**config.mk**
```make
export PLATFORM = sky130hd
export DESIGN_NAME = multilevel_feedback_scheduler
export DESIGN_NICKNAME = d
export VERILOG_FILES = /design/src/rtl/mfs_pkg.sv /design/src/rtl/mfs_ram.sv /design/src/rtl/multilevel_feedback_scheduler.sv
export SDC_FILE = /design/constraint.sdc
export NUM_CORES = 1
export LEC_CHECK = 0
export BUFFER_PORTS_ARGS = -buffer_cell sky130_fd_sc_hd__buf_2
export CORE_ASPECT_RATIO = 1.75
export CORE_UTILIZATION = 40
export CTS_BUF_LIST = sky130_fd_sc_hd__clkbuf_8
export DETAILED_ROUTE_END_ITERATION = 16
export SLEW_MARGIN = 20
export SYNTH_ARGS = -nofsm -noshare
export SYNTH_HDL_FRONTEND = slang
export SYNTH_SLANG_ARGS = --single-unit
```
**constraint.sdc**
```tcl
create_clock -name clk -period 7.4 [get_ports clk]
set_input_delay 1.11 -clock clk [delete_from_list [all_inputs] [get_ports clk]]
set_output_delay 1.11 -clock clk [all_outputs]
set_load 0.01 [all_outputs]
```
**src/rtl/mfs_pkg.sv**
```systemverilog
// Shared constants for the multilevel feedback scheduler.
// Holds request and status codes and the parameter defaults.
// Depends on nothing.
package mfs_pkg;

  localparam int NUM_PROCS_DEF  = 64;
  localparam int NUM_LEVELS_DEF = 8;

  localparam int REQ_W    = 2;
  localparam int PID_W    = 6;
  localparam int CFG_W    = 3;
  localparam int STATUS_W = 2;

  localparam logic [REQ_W-1:0] REQ_SCHED  = 2'd0;
  localparam logic [REQ_W-1:0] REQ_REBAL  = 2'd1;
  localparam logic [REQ_W-1:0] REQ_ENQ    = 2'd2;

  localparam logic [STATUS_W-1:0] ST_PICKED = 2'd0;
  localparam logic [STATUS_W-1:0] ST_DONE   = 2'd1;
  localparam logic [STATUS_W-1:0] ST_EMPTY  = 2'd2;

  localparam logic [CFG_W-1:0] DEFAULT_LEVEL_RST = 3'd7;

endpackage

```
**src/rtl/mfs_ram.sv**
```systemverilog
// Generic single write, single read RAM with a registered read port.
// Depends on nothing.
module mfs_ram #(
  parameter int WIDTH = 8,
  parameter int DEPTH = 64
) (
  input  logic                     clk,
  input  logic                     we,
  input  logic [$clog2(DEPTH)-1:0] waddr,
  input  logic [WIDTH-1:0]         wdata,
  input  logic [$clog2(DEPTH)-1:0] raddr,
  output logic [WIDTH-1:0]         rdata
);

  logic [WIDTH-1:0] mem_r [DEPTH];
  logic [WIDTH-1:0] rdata_r;

  always_ff @(posedge clk) begin
    if (we) begin
      mem_r[waddr] <= wdata;
    end
    rdata_r <= mem_r[raddr];
  end

  assign rdata = rdata_r;

endmodule

```
**src/rtl/multilevel_feedback_scheduler.sv**
```systemverilog
// Multilevel feedback queue scheduler, top level.
// Depends on mfs_pkg and mfs_ram.
//
// Usage:
//   Input channel (in_*): one request per transfer: schedule, rebalance or
//   enqueue. Result channel (out_*): exactly one result per request, holding
//   a status and, for a pick, the picked process id.
//   Config channel (cfg_*): writes default_level; always ready. Write it only
//   while the block is idle.
// Sequencing: a schedule runs the level read of the current process,
//   requeue, pick and link read on pop; a rebalance sweeps the level
//   memory, which has one write port, one entry a cycle. One request is in
//   work at a time; in_ready is high only while no request is in work.
// Reset: rst_n is synchronous, active low. After reset the block sweeps the
//   level memory to zero with in_ready low; config writes are taken
//   meanwhile. All ready queues start empty.
// Stall: a finished result waits in the output register; the next request
//   is taken meanwhile and its result waits until the register frees.
module multilevel_feedback_scheduler #(
  parameter int NUM_PROCS  = mfs_pkg::NUM_PROCS_DEF,
  parameter int NUM_LEVELS = mfs_pkg::NUM_LEVELS_DEF
) (
  input  logic                         clk,
  input  logic                         rst_n,
  input  logic                         in_valid,
  output logic                         in_ready,
  input  logic [mfs_pkg::REQ_W-1:0]    in_req_type,
  input  logic [mfs_pkg::PID_W-1:0]    in_proc_id,
  input  logic                         in_has_current,
  input  logic                         in_current_runnable,
  input  logic                         in_quantum_left,
  input  logic                         in_is_user,
  output logic                         out_valid,
  input  logic                         out_ready,
  output logic [mfs_pkg::STATUS_W-1:0] out_status,
  output logic [mfs_pkg::PID_W-1:0]    out_picked_id,
  input  logic                         cfg_valid,
  output logic                         cfg_ready,
  input  logic [mfs_pkg::CFG_W-1:0]    cfg_default_level
);

  localparam int IDW = $clog2(NUM_PROCS);
  localparam int LW  = $clog2(NUM_LEVELS);

  typedef enum logic [3:0] {
    S_CLEAR, S_IDLE, S_SWEEP, S_ENQ, S_REQ, S_PICK, S_POP, S_DONE
  } state_t;

  state_t                         state_r, state_nxt;
  logic [mfs_pkg::CFG_W-1:0]      default_level_r;
  logic [IDW-1:0]                 idx_r, idx_nxt;
  logic                           quantum_r, quantum_nxt;
  logic                           user_r, user_nxt;
  logic [IDW-1:0]                 cnt_r, cnt_nxt;
  logic [LW-1:0]                  sweep_val_r, sweep_val_nxt;
  logic [LW-1:0]                  pick_lvl_r, pick_lvl_nxt;
  logic [mfs_pkg::STATUS_W-1:0]   res_status_r, res_status_nxt;
  logic [IDW-1:0]                 res_id_r, res_id_nxt;
  logic                           out_valid_r;
  logic [mfs_pkg::STATUS_W-1:0]   out_status_r;
  logic [mfs_pkg::PID_W-1:0]      out_id_r;

  // Queue descriptors: head and tail per level, one read address a cycle.
  logic [IDW-1:0]        head_r [NUM_LEVELS];
  logic [IDW-1:0]        tail_r [NUM_LEVELS];
  logic [NUM_LEVELS-1:0] nonempty_r;

  // Derived values
  logic [31:0]    dl_ext, id_ext, res_ext;
  logic [LW-1:0]  dl_c;
  logic [IDW-1:0] in_idx;
  logic           in_range;
  logic [LW-1:0]  cur_lv, new_lv, ht_lv, pick_c;
  logic           pick_found;
  logic [IDW-1:0] ht_head, ht_tail;
  logic           ht_ne;
  logic           out_free;

  // Memories
  logic           lvl_we;
  logic [IDW-1:0] lvl_waddr, lvl_raddr;
  logic [LW-1:0]  lvl_wdata, lvl_rdata;
  logic           lnk_we;
  logic [IDW-1:0] lnk_waddr, lnk_wdata, lnk_raddr, lnk_rdata;

  assign dl_ext   = 32'(default_level_r);
  assign dl_c     = (dl_ext >= NUM_LEVELS) ? LW'(NUM_LEVELS - 1) : dl_ext[LW-1:0];
  assign id_ext   = 32'(in_proc_id);
  assign in_idx   = id_ext[IDW-1:0];
  assign in_range = id_ext < NUM_PROCS;

  // Demote a user process that used up its quantum, unless at the bottom.
  assign cur_lv = lvl_rdata;
  assign new_lv = (!quantum_r && user_r && cur_lv != '0) ? cur_lv - 1'b1 : cur_lv;

  // Highest non-empty level.
  always_comb begin
    pick_c     = '0;
    pick_found = 1'b0;
    for (int i = 0; i < NUM_LEVELS; i++) begin
      if (nonempty_r[i]) begin
        pick_c     = LW'(i);
        pick_found = 1'b1;
      end
    end
  end

  always_comb begin
    unique case (state_r)
      S_REQ:   ht_lv = new_lv;
      S_ENQ:   ht_lv = dl_c;
      S_PICK:  ht_lv = pick_c;
      default: ht_lv = pick_lvl_r;
    endcase
  end

  assign ht_head = head_r[ht_lv];
  assign ht_tail = tail_r[ht_lv];
  assign ht_ne   = nonempty_r[ht_lv];

  assign out_free = !out_valid_r || out_ready;

  // Level memory port control: sweep, enqueue and a requeue after a used-up quantum write it.
  always_comb begin
    lvl_we    = 1'b0;
    lvl_waddr = idx_r;
    lvl_wdata = dl_c;
    unique case (state_r)
      S_CLEAR, S_SWEEP: begin
        lvl_we    = 1'b1;
        lvl_waddr = cnt_r;
        lvl_wdata = sweep_val_r;
      end
      S_ENQ: lvl_we = 1'b1;
      S_REQ: begin
        lvl_we    = !quantum_r;
        lvl_wdata = new_lv;
      end
      default: lvl_we = 1'b0;
    endcase
  end
  assign lvl_raddr = in_idx;

  // Link memory: tail push links old tail to the process, head push links
  // the process to the old head.
  always_comb begin
    lnk_we    = 1'b0;
    lnk_waddr = ht_tail;
    lnk_wdata = idx_r;
    unique case (state_r)
      S_ENQ: lnk_we = ht_ne;
      S_REQ: begin
        lnk_we = ht_ne;
        if (quantum_r) begin
          lnk_waddr = idx_r;
          lnk_wdata = ht_head;
        end
      end
      default: lnk_we = 1'b0;
    endcase
  end
  assign lnk_raddr = ht_head;

  mfs_ram #(.WIDTH(LW), .DEPTH(NUM_PROCS)) u_level_ram (
    .clk   (clk),
    .we    (lvl_we),
    .waddr (lvl_waddr),
    .wdata (lvl_wdata),
    .raddr (lvl_raddr),
    .rdata (lvl_rdata)
  );

  mfs_ram #(.WIDTH(IDW), .DEPTH(NUM_PROCS)) u_link_ram (
    .clk   (clk),
    .we    (lnk_we),
    .waddr (lnk_waddr),
    .wdata (lnk_wdata),
    .raddr (lnk_raddr),
    .rdata (lnk_rdata)
  );

  // Sequencer next state
  always_comb begin
    state_nxt      = state_r;
    idx_nxt        = idx_r;
    quantum_nxt    = quantum_r;
    user_nxt       = user_r;
    cnt_nxt        = cnt_r;
    sweep_val_nxt  = sweep_val_r;
    pick_lvl_nxt   = pick_lvl_r;
    res_status_nxt = res_status_r;
    res_id_nxt     = res_id_r;
    unique case (state_r)
      S_CLEAR, S_SWEEP: begin
        cnt_nxt = cnt_r + 1'b1;
        if (cnt_r == IDW'(NUM_PROCS - 1)) begin
          state_nxt = (state_r == S_CLEAR) ? S_IDLE : S_DONE;
        end
      end
      S_IDLE: begin
        if (in_valid) begin
          idx_nxt        = in_idx;
          quantum_nxt    = in_quantum_left;
          user_nxt       = in_is_user;
          res_status_nxt = mfs_pkg::ST_DONE;
          res_id_nxt     = '0;
          priority case (in_req_type)
            mfs_pkg::REQ_SCHED: begin
              // Level read of the current process issues this cycle.
              state_nxt = (in_has_current && in_current_runnable && in_range) ?
                          S_REQ : S_PICK;
            end
            mfs_pkg::REQ_REBAL: begin
              sweep_val_nxt = dl_c;
              cnt_nxt       = '0;
              state_nxt     = S_SWEEP;
            end
            mfs_pkg::REQ_ENQ: state_nxt = in_range ? S_ENQ : S_DONE;
            default:          state_nxt = S_DONE;
          endcase
        end
      end
      S_ENQ:  state_nxt = S_DONE;
      S_REQ:  state_nxt = S_PICK;
      S_PICK: begin
        pick_lvl_nxt = pick_c;
        if (!pick_found) begin
          res_status_nxt = mfs_pkg::ST_EMPTY;
          state_nxt      = S_DONE;
        end else begin
          res_status_nxt = mfs_pkg::ST_PICKED;
          res_id_nxt     = ht_head;
          state_nxt      = (ht_head == ht_tail) ? S_DONE : S_POP;
        end
      end
      S_POP:  state_nxt = S_DONE;
      S_DONE: begin
        if (out_free) begin
          state_nxt = S_IDLE;
        end
      end
      default: state_nxt = S_IDLE;
    endcase
  end

  always_ff @(posedge clk) begin
    if (!rst_n) begin
      state_r         <= S_CLEAR;
      cnt_r           <= '0;
      sweep_val_r     <= '0;
      default_level_r <= mfs_pkg::DEFAULT_LEVEL_RST;
      nonempty_r      <= '0;
      out_valid_r     <= 1'b0;
    end else begin
      state_r     <= state_nxt;
      cnt_r       <= cnt_nxt;
      sweep_val_r <= sweep_val_nxt;
      if (cfg_valid) begin
        default_level_r <= cfg_default_level;
      end
      // Queue descriptor updates
      unique case (state_r)
        S_ENQ: begin
          if (!ht_ne) begin
            head_r[ht_lv]     <= idx_r;
            nonempty_r[ht_lv] <= 1'b1;
          end
          tail_r[ht_lv] <= idx_r;
        end
        S_REQ: begin
          if (!ht_ne) begin
            nonempty_r[ht_lv] <= 1'b1;
            head_r[ht_lv]     <= idx_r;
            tail_r[ht_lv]     <= idx_r;
          end else if (quantum_r) begin
            head_r[ht_lv] <= idx_r;
          end else begin
            tail_r[ht_lv] <= idx_r;
          end
        end
        S_PICK: begin
          if (pick_found && ht_head == ht_tail) begin
            nonempty_r[ht_lv] <= 1'b0;
          end
        end
        S_POP: head_r[ht_lv] <= lnk_rdata;
        default: ;
      endcase
      // Output register: load a finished result, drop it once taken.
      if (state_r == S_DONE && out_free) begin
        out_valid_r  <= 1'b1;
        out_status_r <= res_status_r;
        out_id_r     <= res_ext[mfs_pkg::PID_W-1:0];
      end else if (out_ready) begin
        out_valid_r <= 1'b0;
      end
    end
  end

  always_ff @(posedge clk) begin
    idx_r        <= idx_nxt;
    quantum_r    <= quantum_nxt;
    user_r       <= user_nxt;
    pick_lvl_r   <= pick_lvl_nxt;
    res_status_r <= res_status_nxt;
    res_id_r     <= res_id_nxt;
  end

  assign res_ext       = 32'(res_id_r);
  assign in_ready      = (state_r == S_IDLE);
  assign cfg_ready     = 1'b1;
  assign out_valid     = out_valid_r;
  assign out_status    = out_status_r;
  assign out_picked_id = out_id_r;

  // One request in work at a time.
  a_one_in_work: assert property (@(posedge clk) disable iff (!rst_n)
    in_valid && in_ready |=> !in_ready)
    else $error("request accepted while another is in work");

  // No pick means a zero id.
  a_id_zero: assert property (@(posedge clk) disable iff (!rst_n)
    out_valid && out_status != mfs_pkg::ST_PICKED |-> out_picked_id == '0)
    else $error("id shown without a pick");

  // A pop that follows a link leaves its level non-empty.
  a_pop_nonempty: assert property (@(posedge clk) disable iff (!rst_n)
    state_r == S_POP |-> nonempty_r[pick_lvl_r])
    else $error("pop from empty level");

  // Sweeps keep the input closed.
  a_sweep_closed: assert property (@(posedge clk) disable iff (!rst_n)
    state_r == S_SWEEP || state_r == S_CLEAR |-> !in_ready)
    else $error("input open during sweep");

endmodule
```
==> flow_summary.toml, run 1 <==
[sta]
relSlewSlack_pct = 30.8
period_minus_slack_ns = 5.96
fmax_mhz = 168
hold_violations = 0
tightest_slew_ns = 1.03
setup_violations = 0
rsz0062_at_grt = "false"
finalMaxSlewViolations = 0
tns_ns = 0
skew_ns = 0.0384
fin_crit_sh_pct = 80.6

[flow_run]
cap_violations = 0

[pwr]
ir_drop_v = 0.000184
leakage_uw = 0.0107
p_per_area_nw_per_um2 = 230
power.total_uw = 7730

[synthesis]
syn_area_um2 = 30400
synth_cell_types = 86
async_reset_ff_share_pct = 0
synth-seq-cells = 732
yosys_warnings = 0
avgSynthCellArea_um2 = 14.9
synthesis.nets = 2062
yosysSeqAreaShare_pct = 71.3
yosys.area.top_type_share_pct = 69.1
netlist.top_cell.by_area = "edfxtp_1"
synthTopCellsByArea = "edfxtp_1 69%, mux4_2 5.0%, mux2i_1 3.2%, nand2_1 3.1%, nand3_1 2.5%"
synthFlopType = "edfxtp_1"
synth_edf_count = 699
synth_cells = 2036

[die]
io_pins = 31
rows = 133
initial_utilization_pct = 40.4
die-area_um2 = 77000
fp.dieW_um = 210
core_um2 = 75100
die_h_um = 366

[setup_path]
r2r_start = "state_r[0]$_SDFFE_PN0P_"
path_cells = "inv_1 -> nor3_2 -> clkinv_1 -> a21oi_2 -> nor2_4 -> a211o_1 -> and4_4 -> nand2_8 -> buf_4 -> buf_4 -> nand2_1 -> a31oi_1 -> nand3_1 -> and3_1 -> a311oi_1"
crit_top_cell = "buf_4"
criticalPathCategory = "flop to flop"
required_ns = 8.06
slowest_delay_ns = 0.75
worstPathMaxFanout = 97
startpoint_type = "flop"
r2r_cells = 15
critPathTopFamily = "simple AND/OR/NAND/NOR gates"
arrival_ns = 6.63
cp-end-kind = "flop"
slowest_stage = "dfxtp_1"
ff2ff_setup_slack_ns = 1.44
crit_buf_inv = 4
r2r-end = "u_link_ram.rdata[1]$_DFF_P_"

[global_route]
overflow = 0
grt_usage_pct = 20.1
antenna_found_initial = 1
grt_pass1_wl_mm = 114
grt_max_degree = 98
grt_pass1_vias = 18400

[routing]
avgViaCountPerCell = 5.62
first_iter_violations = 1229
wl_mm = 77.2
firstDrtPassIters = 6
drc = 0
wl_per_cell_um = 24.2
num_vias = 17900
ant_nets = 0

[layout]
fill_cells = 6598
layoutNonFillerInstCount = 3189
fin_nets = 2117
multiInputGateArea_um2 = 8130
area_delta_synth_final_pct = 10.6
layout-drive-gt1-share_pct = 14.8
postLayoutCoreUtil_pct = 44.7
regArea_um2 = 21700

[clock_network]
cts.reportedPaths.clkPinSlew_ns = 0.07
cts_hold_buf = 0
cts_root_buf = "clkbuf_8"
clock_latency_ns = 0.75
cts_max_level = 3
cts_buffers = 99
numClockSinks = 732
cts.path.max_buffers = 3
cts_tree = "done"
post_cts_buffers = 0
ctsResizeCount = 0

[hold_path]
hold_end = "out_picked_id[5]$_DFFE_PP_"
hold_start = "res_id_r[5]$_SDFFCE_PP0P_"
hold_path_depth = 0
hp-class = "flop to flop"

[place]
dpl.hpwl_mm = 50.9
place_inst = 3002
routabilityCongestion = 0.925
io_buffers = 29

[outcome]
status = "finished, final reports clean"
## cells by family (layout without fill, tap and decap cells)
family	after synthesis	count (layout)	share of synthesized area, %
flip-flops	732	732	71.3
AND/OR/NAND/NOR	716	716	10.9
AO/OA/AOI/OAI	250	250	5.78
multiplexers	191	191	9.22
buffers and inverters	129	269	2.23
XOR/XNOR	11	11	0.317
adder cells (fa/ha/maj)	6	6	0.247
other	1	2	0.0124
## power breakdown
group / switching, uW / internal, uW / total (uW)
Clock: 1550 / 1610 / 3160
Combinational: 57.3 / 35.2 / 92.5
Sequential: 6.57 / 4470 / 4480
Total: 1610 / 6120 / 7730
## worst max-delay path by stage
| stage | endpoint | depth (start not counted) | from |
|---|---|---|---|
| floorplan | u_link_ram.mem_r[0][0]$_DFFE_PP_ | 11 | state_r[2]$_SDFFE_PN0P_ |
| global placement | u_link_ram.rdata[2]$_DFF_P_ | 14 | state_r[0]$_SDFFE_PN0P_ |
| detailed placement | u_link_ram.rdata[1]$_DFF_P_ | 15 | state_r[0]$_SDFFE_PN0P_ |
| CTS | u_link_ram.rdata[1]$_DFF_P_ | 15 | state_r[0]$_SDFFE_PN0P_ |
| global route | u_link_ram.rdata[1]$_DFF_P_ | 15 | state_r[0]$_SDFFE_PN0P_ |
| finish | u_link_ram.rdata[1]$_DFF_P_ | 15 | state_r[0]$_SDFFE_PN0P_ |
## cell usage in the layout (no fill, tap or decap), types with 28 or more instances in the layout
master / count
mux4_2: 68
nand2_1: 251
buf_2: 28
buf_4: 36
a31oi_1: 34
o21ai_0: 61
edfxtp_1: 699
nand3_1: 154
dfxtp_1: 33
nor2_1: 181
clkbuf_8: 105
mux2i_1: 98
inv_1: 42
## stage by stage
step	setup WS, ns	area, um2	hold WS [ns]
finish	1.44	33600	0.408
global route	1.03	33600	0.419
CTS	1.37	33600	0.405
detailed placement	1.39	31500	0.405
global placement	1.53	31500	0.402
floorplan	1.43	30400	0.400
## sequential cells by signal (all words and copies together), names as in the netlist, named ones only
name,flops
cnt_r,6
default_level_r,3
head_r,48
idx_r,6
out_picked_id,6
out_status,2
out_valid,1
pick_lvl_r,3
quantum_r,1
res_id_r,6
res_status_r,2
state_r,3
sweep_val_r,3
tail_r,48
u_level_ram.mem_r,192
u_level_ram.rdata,3
u_link_ram.mem_r,384
u_link_ram.rdata,6
user_r,1
## synthesized netlist by cell type (all sizes together) (9+ instances only)
library cell	number
a211oi	12
a21boi	11
a21oi	24
a311o	11
a31oi	34
a32oi	25
and3	10
buf	51
clkbuf	60
dfxtp	33
edfxtp	699
inv	16
mux2	23
mux2i	100
mux4	68
nand2	252
nand2b	12
nand3	154
nand3b	22
nand4	19
nor2	184
nor2b	9
nor3	21
o21ai	69
o22ai	11
## per-layer routing
layer / global-route usage (%) / vias up / share of wire [%]
li1: - / 7990 / -
met3: 3.41 / 188 / 5.3
met1: 21.3 / 9051 / 35
met4: 12.5 / 0 / 6.2
met5: 0 / - / 0
met2: 36.7 / 684 / 54
## final cells by class
class	count	area share, %
Inverter	18	0.201
Timing Repair Buffer	65	1.28
Tap cell	1012	3.77
Clock buffer	105	4.30
Multi-Input combinational cell	1175	24.2
Clock inverter	81	1.76
Antenna cell	1	0.00745
Sequential cell	732	64.5
Note: power is estimated with default switching activity, not from simulation.
==> run 2: changes to the inputs <==
ABC_AREA = 1   (was unset)
clock period = 6.2 ns   (was 7.4 ns; I/O delays follow)
==> run 2 against run 1 <==
Wire length increased by 18%. Utilization is 0.35 points lower. Worst setup slack got worse by 0.00093 ns. Sequential share of layout area shrank 4.4 points. Count of clock-buffer cells in the layout shrank 2. Hold slack worse by 0.032 ns. Largest power group unchanged.
==> flow_summary.toml, run 2 <==
[outcome]
status = "finished, final reports clean"

[layout]
fin_nets = 3210
fill_cells = 7753
area_delta_synth_final_pct = 9.50
stdcell_area_um2 = 36000
final_common_cell = "edfxtp_1"
final_cell_mix = "699 x edfxtp_1, 573 x nand2_1, 429 x nand3_1, 428 x inv_1, 351 x nor2_1"
largest_register = "u_link_ram.mem_r"
postLayoutCoreUtil_pct = 44.4
largest_register_ffs = 384
layout-drive-gt1-share_pct = 9.09
layoutNonFillerInstCount = 4319
reg_top3 = "u_link_ram.mem_r: 384 flops, u_level_ram.mem_r: 192 flops"

[global_route]
grt_pass1_vias = 22700
antenna_found_initial = 1
grt_max_degree = 133
overflow = 0
grt_usage_pct = 22.1
grt_pass1_wl_mm = 136

[setup_path]
r2r_cells = 17
criticalPathCategory = "flop to flop"
r2r_start = "state_r[0]$_SDFFE_PN0P_"
r2r-end = "u_link_ram.rdata[5]$_DFF_P_"
worstPathMaxFanout = 75
arrival_ns = 5.41
required_ns = 6.84
startpoint_type = "flop"
cp-end-kind = "flop"
ff2ff_setup_slack_ns = 1.44

[synthesis]
async_reset_ff_share_pct = 0
yosys_warnings = 0
synthFlopType = "edfxtp_1"
synth-seq-cells = 732
avgSynthCellArea_um2 = 10.4
yosys.area.top_type_share_pct = 63.8
yosysSeqAreaShare_pct = 65.8
syn_area_um2 = 32900
yosys-top-cells-count = "699 x edfxtp_1, 574 x nand2_1, 429 x nand3_1, 401 x inv_1, 353 x nor2_1"
synthTopCellsByArea = "edfxtp_1 64%, nand2_1 6.5%, nand3_1 6.5%, inv_1 4.6%, nor2_1 4.0%"
synth_cell_types = 46
synth_edf_count = 699
synth.most_common_cell = "edfxtp_1"
netlist.top_cell.by_area = "edfxtp_1"
synth_cells = 3170
synthesis.nets = 3196

[clock_network]
cts_hold_buf = 0
ctsResizeCount = 0
clock_latency_ns = 0.77
cts.path.max_buffers = 3
post_cts_buffers = 0
cts_buffers = 102
cts_root_buf = "clkbuf_8"
cts_max_level = 3
numClockSinks = 732
cts_tree = "done"
cts.reportedPaths.clkPinSlew_ns = 0.06

[routing]
route.met3.wl_mm = 4.18
wl_met2_mm = 50.0
wl_met1_mm = 31.4
first_iter_violations = 1386
highest_layer = "met4"
wl_per_cell_um = 21.2
firstDrtPassIters = 5
avgViaCountPerCell = 5.23
drc = 0
num_vias = 22600
ant_nets = 0
wl_mm = 91.4

[die]
die_h_um = 381
initial_utilization_pct = 40.5
fp.dieW_um = 219
rows = 138
io_pins = 31
die-area_um2 = 83500
core_um2 = 81200

[pwr]
leakage_uw = 0.0139
power.total_uw = 9260
ir_drop_v = 0.000174
p_per_area_nw_per_um2 = 257

[place]
io_buffers = 29
place_inst = 4129
dpl_cell_area_um2 = 34000
routabilityCongestion = 0.892
dpl.hpwl_mm = 59.5

[hold_path]
hold_start = "in_quantum_left"
hold_end = "quantum_r$_DFFE_PP_"
hp-class = "input pin to flop"
hold_path_depth = 1

[sta]
period_minus_slack_ns = 4.76
rsz0062_at_grt = "false"
relSlewSlack_pct = 27.1
tightest_slew_ns = 1.09
tns_ns = 0
skew_ns = 0.0612
fmax_mhz = 210
hold_violations = 0
finalMaxSlewViolations = 0
setup_violations = 0
fin_crit_sh_pct = 76.8

[flow_run]
cap_violations = 0
-- run 2: changes by cell type after synthesis, moves of 23 or more --
cell      delta
nor2_2      +23
nor2_1     +172
a31oi_1     -33
a32oi_1     -25
nand2_1    +323
o21ai_0     +85
nand3_1    +275
nand3b_1   +103
mux4_2      -68
buf_2       +45
inv_1      +386
o22ai_1     +44
mux2i_1     -98
-- run 2: worst max-delay path by stage --
stage / depth (start not counted) / end / from
after global placement: 18 / u_link_ram.rdata[0]$_DFF_P_ / state_r[0]$_SDFFE_PN0P_
after detailed placement: 18 / u_link_ram.rdata[0]$_DFF_P_ / state_r[0]$_SDFFE_PN0P_
after global routing: 18 / u_link_ram.rdata[0]$_DFF_P_ / state_r[0]$_SDFFE_PN0P_
after CTS: 14 / u_link_ram.mem_r[32][5]$_DFFE_PP_ / state_r[0]$_SDFFE_PN0P_
final: 17 / u_link_ram.rdata[5]$_DFF_P_ / state_r[0]$_SDFFE_PN0P_
after floorplan: 19 / u_link_ram.mem_r[0][2]$_DFFE_PP_ / u_level_ram.rdata[0]$_DFF_P_
-- run 2: kinds of logic after synthesis --
| group | Yosys count | synth area share [%] |
|---|---|---|
| other | 1 | 0.0114 |
| flip-flops | 732 | 65.8 |
| XOR/XNOR | 1 | 0.0266 |
| buffers and inverters | 580 | 7.29 |
| AND/OR/NAND/NOR | 1564 | 21.7 |
| AO/OA/AOI/OAI | 286 | 4.91 |
| adder cells (fa/ha/maj) | 6 | 0.228 |
-- run 2: worst max-delay path, stage by stage (launching register included) --
cell and delay (ns):
dfxtp_1 0.54, nand3_4 0.20, inv_4 0.23, nand2_1 0.14
nand2_4 0.15, nand2_4 0.41, nand3_1 0.27, nand2_1 0.11
nor2_4 0.16, buf_4 0.60, buf_4 0.77, nand3b_1 0.14
nand3_1 0.12, nand3_1 0.13, nand3_1 0.27, nand3_1 0.11
nand3_1 0.12, nand2_1 0.07
-- run 2: through the flow --
stage               worst slack (ns)  hold WS, ns
floorplan                       1.62        0.400
global placement                1.51        0.419
detailed placement              1.46        0.408
CTS                             1.46        0.287
global route                    1.06        0.302
finish                          1.44        0.377
-- run 2: area by class of cell --
class	instances	area [um2]	area share, %
clock buffers	103	1420	3.93
diodes	1	2.50	0.00695
multi-input cells	1858	8970	24.9
flip-flops and latches	732	21700	60.1
repair buffers	66	518	1.44
inverters	424	1590	4.42
clock inverters	85	566	1.57
well taps	1050	1310	3.65
-- run 2: per-layer routing --
layer	up-vias	global-route usage (%)
met3	232	3.18
met5	-	0
met2	707	41.6
li1	10800	-
met1	10800	22.3
met4	0	14.2
-- run 2: report_power, final --
part / switching (uW) / internal (uW) / total (uW)
Combinational: 130 / 49.0 / 179
Sequential: 6.48 / 5340 / 5350
Clock: 1880 / 1850 / 3730
Total: 2020 / 7240 / 9260
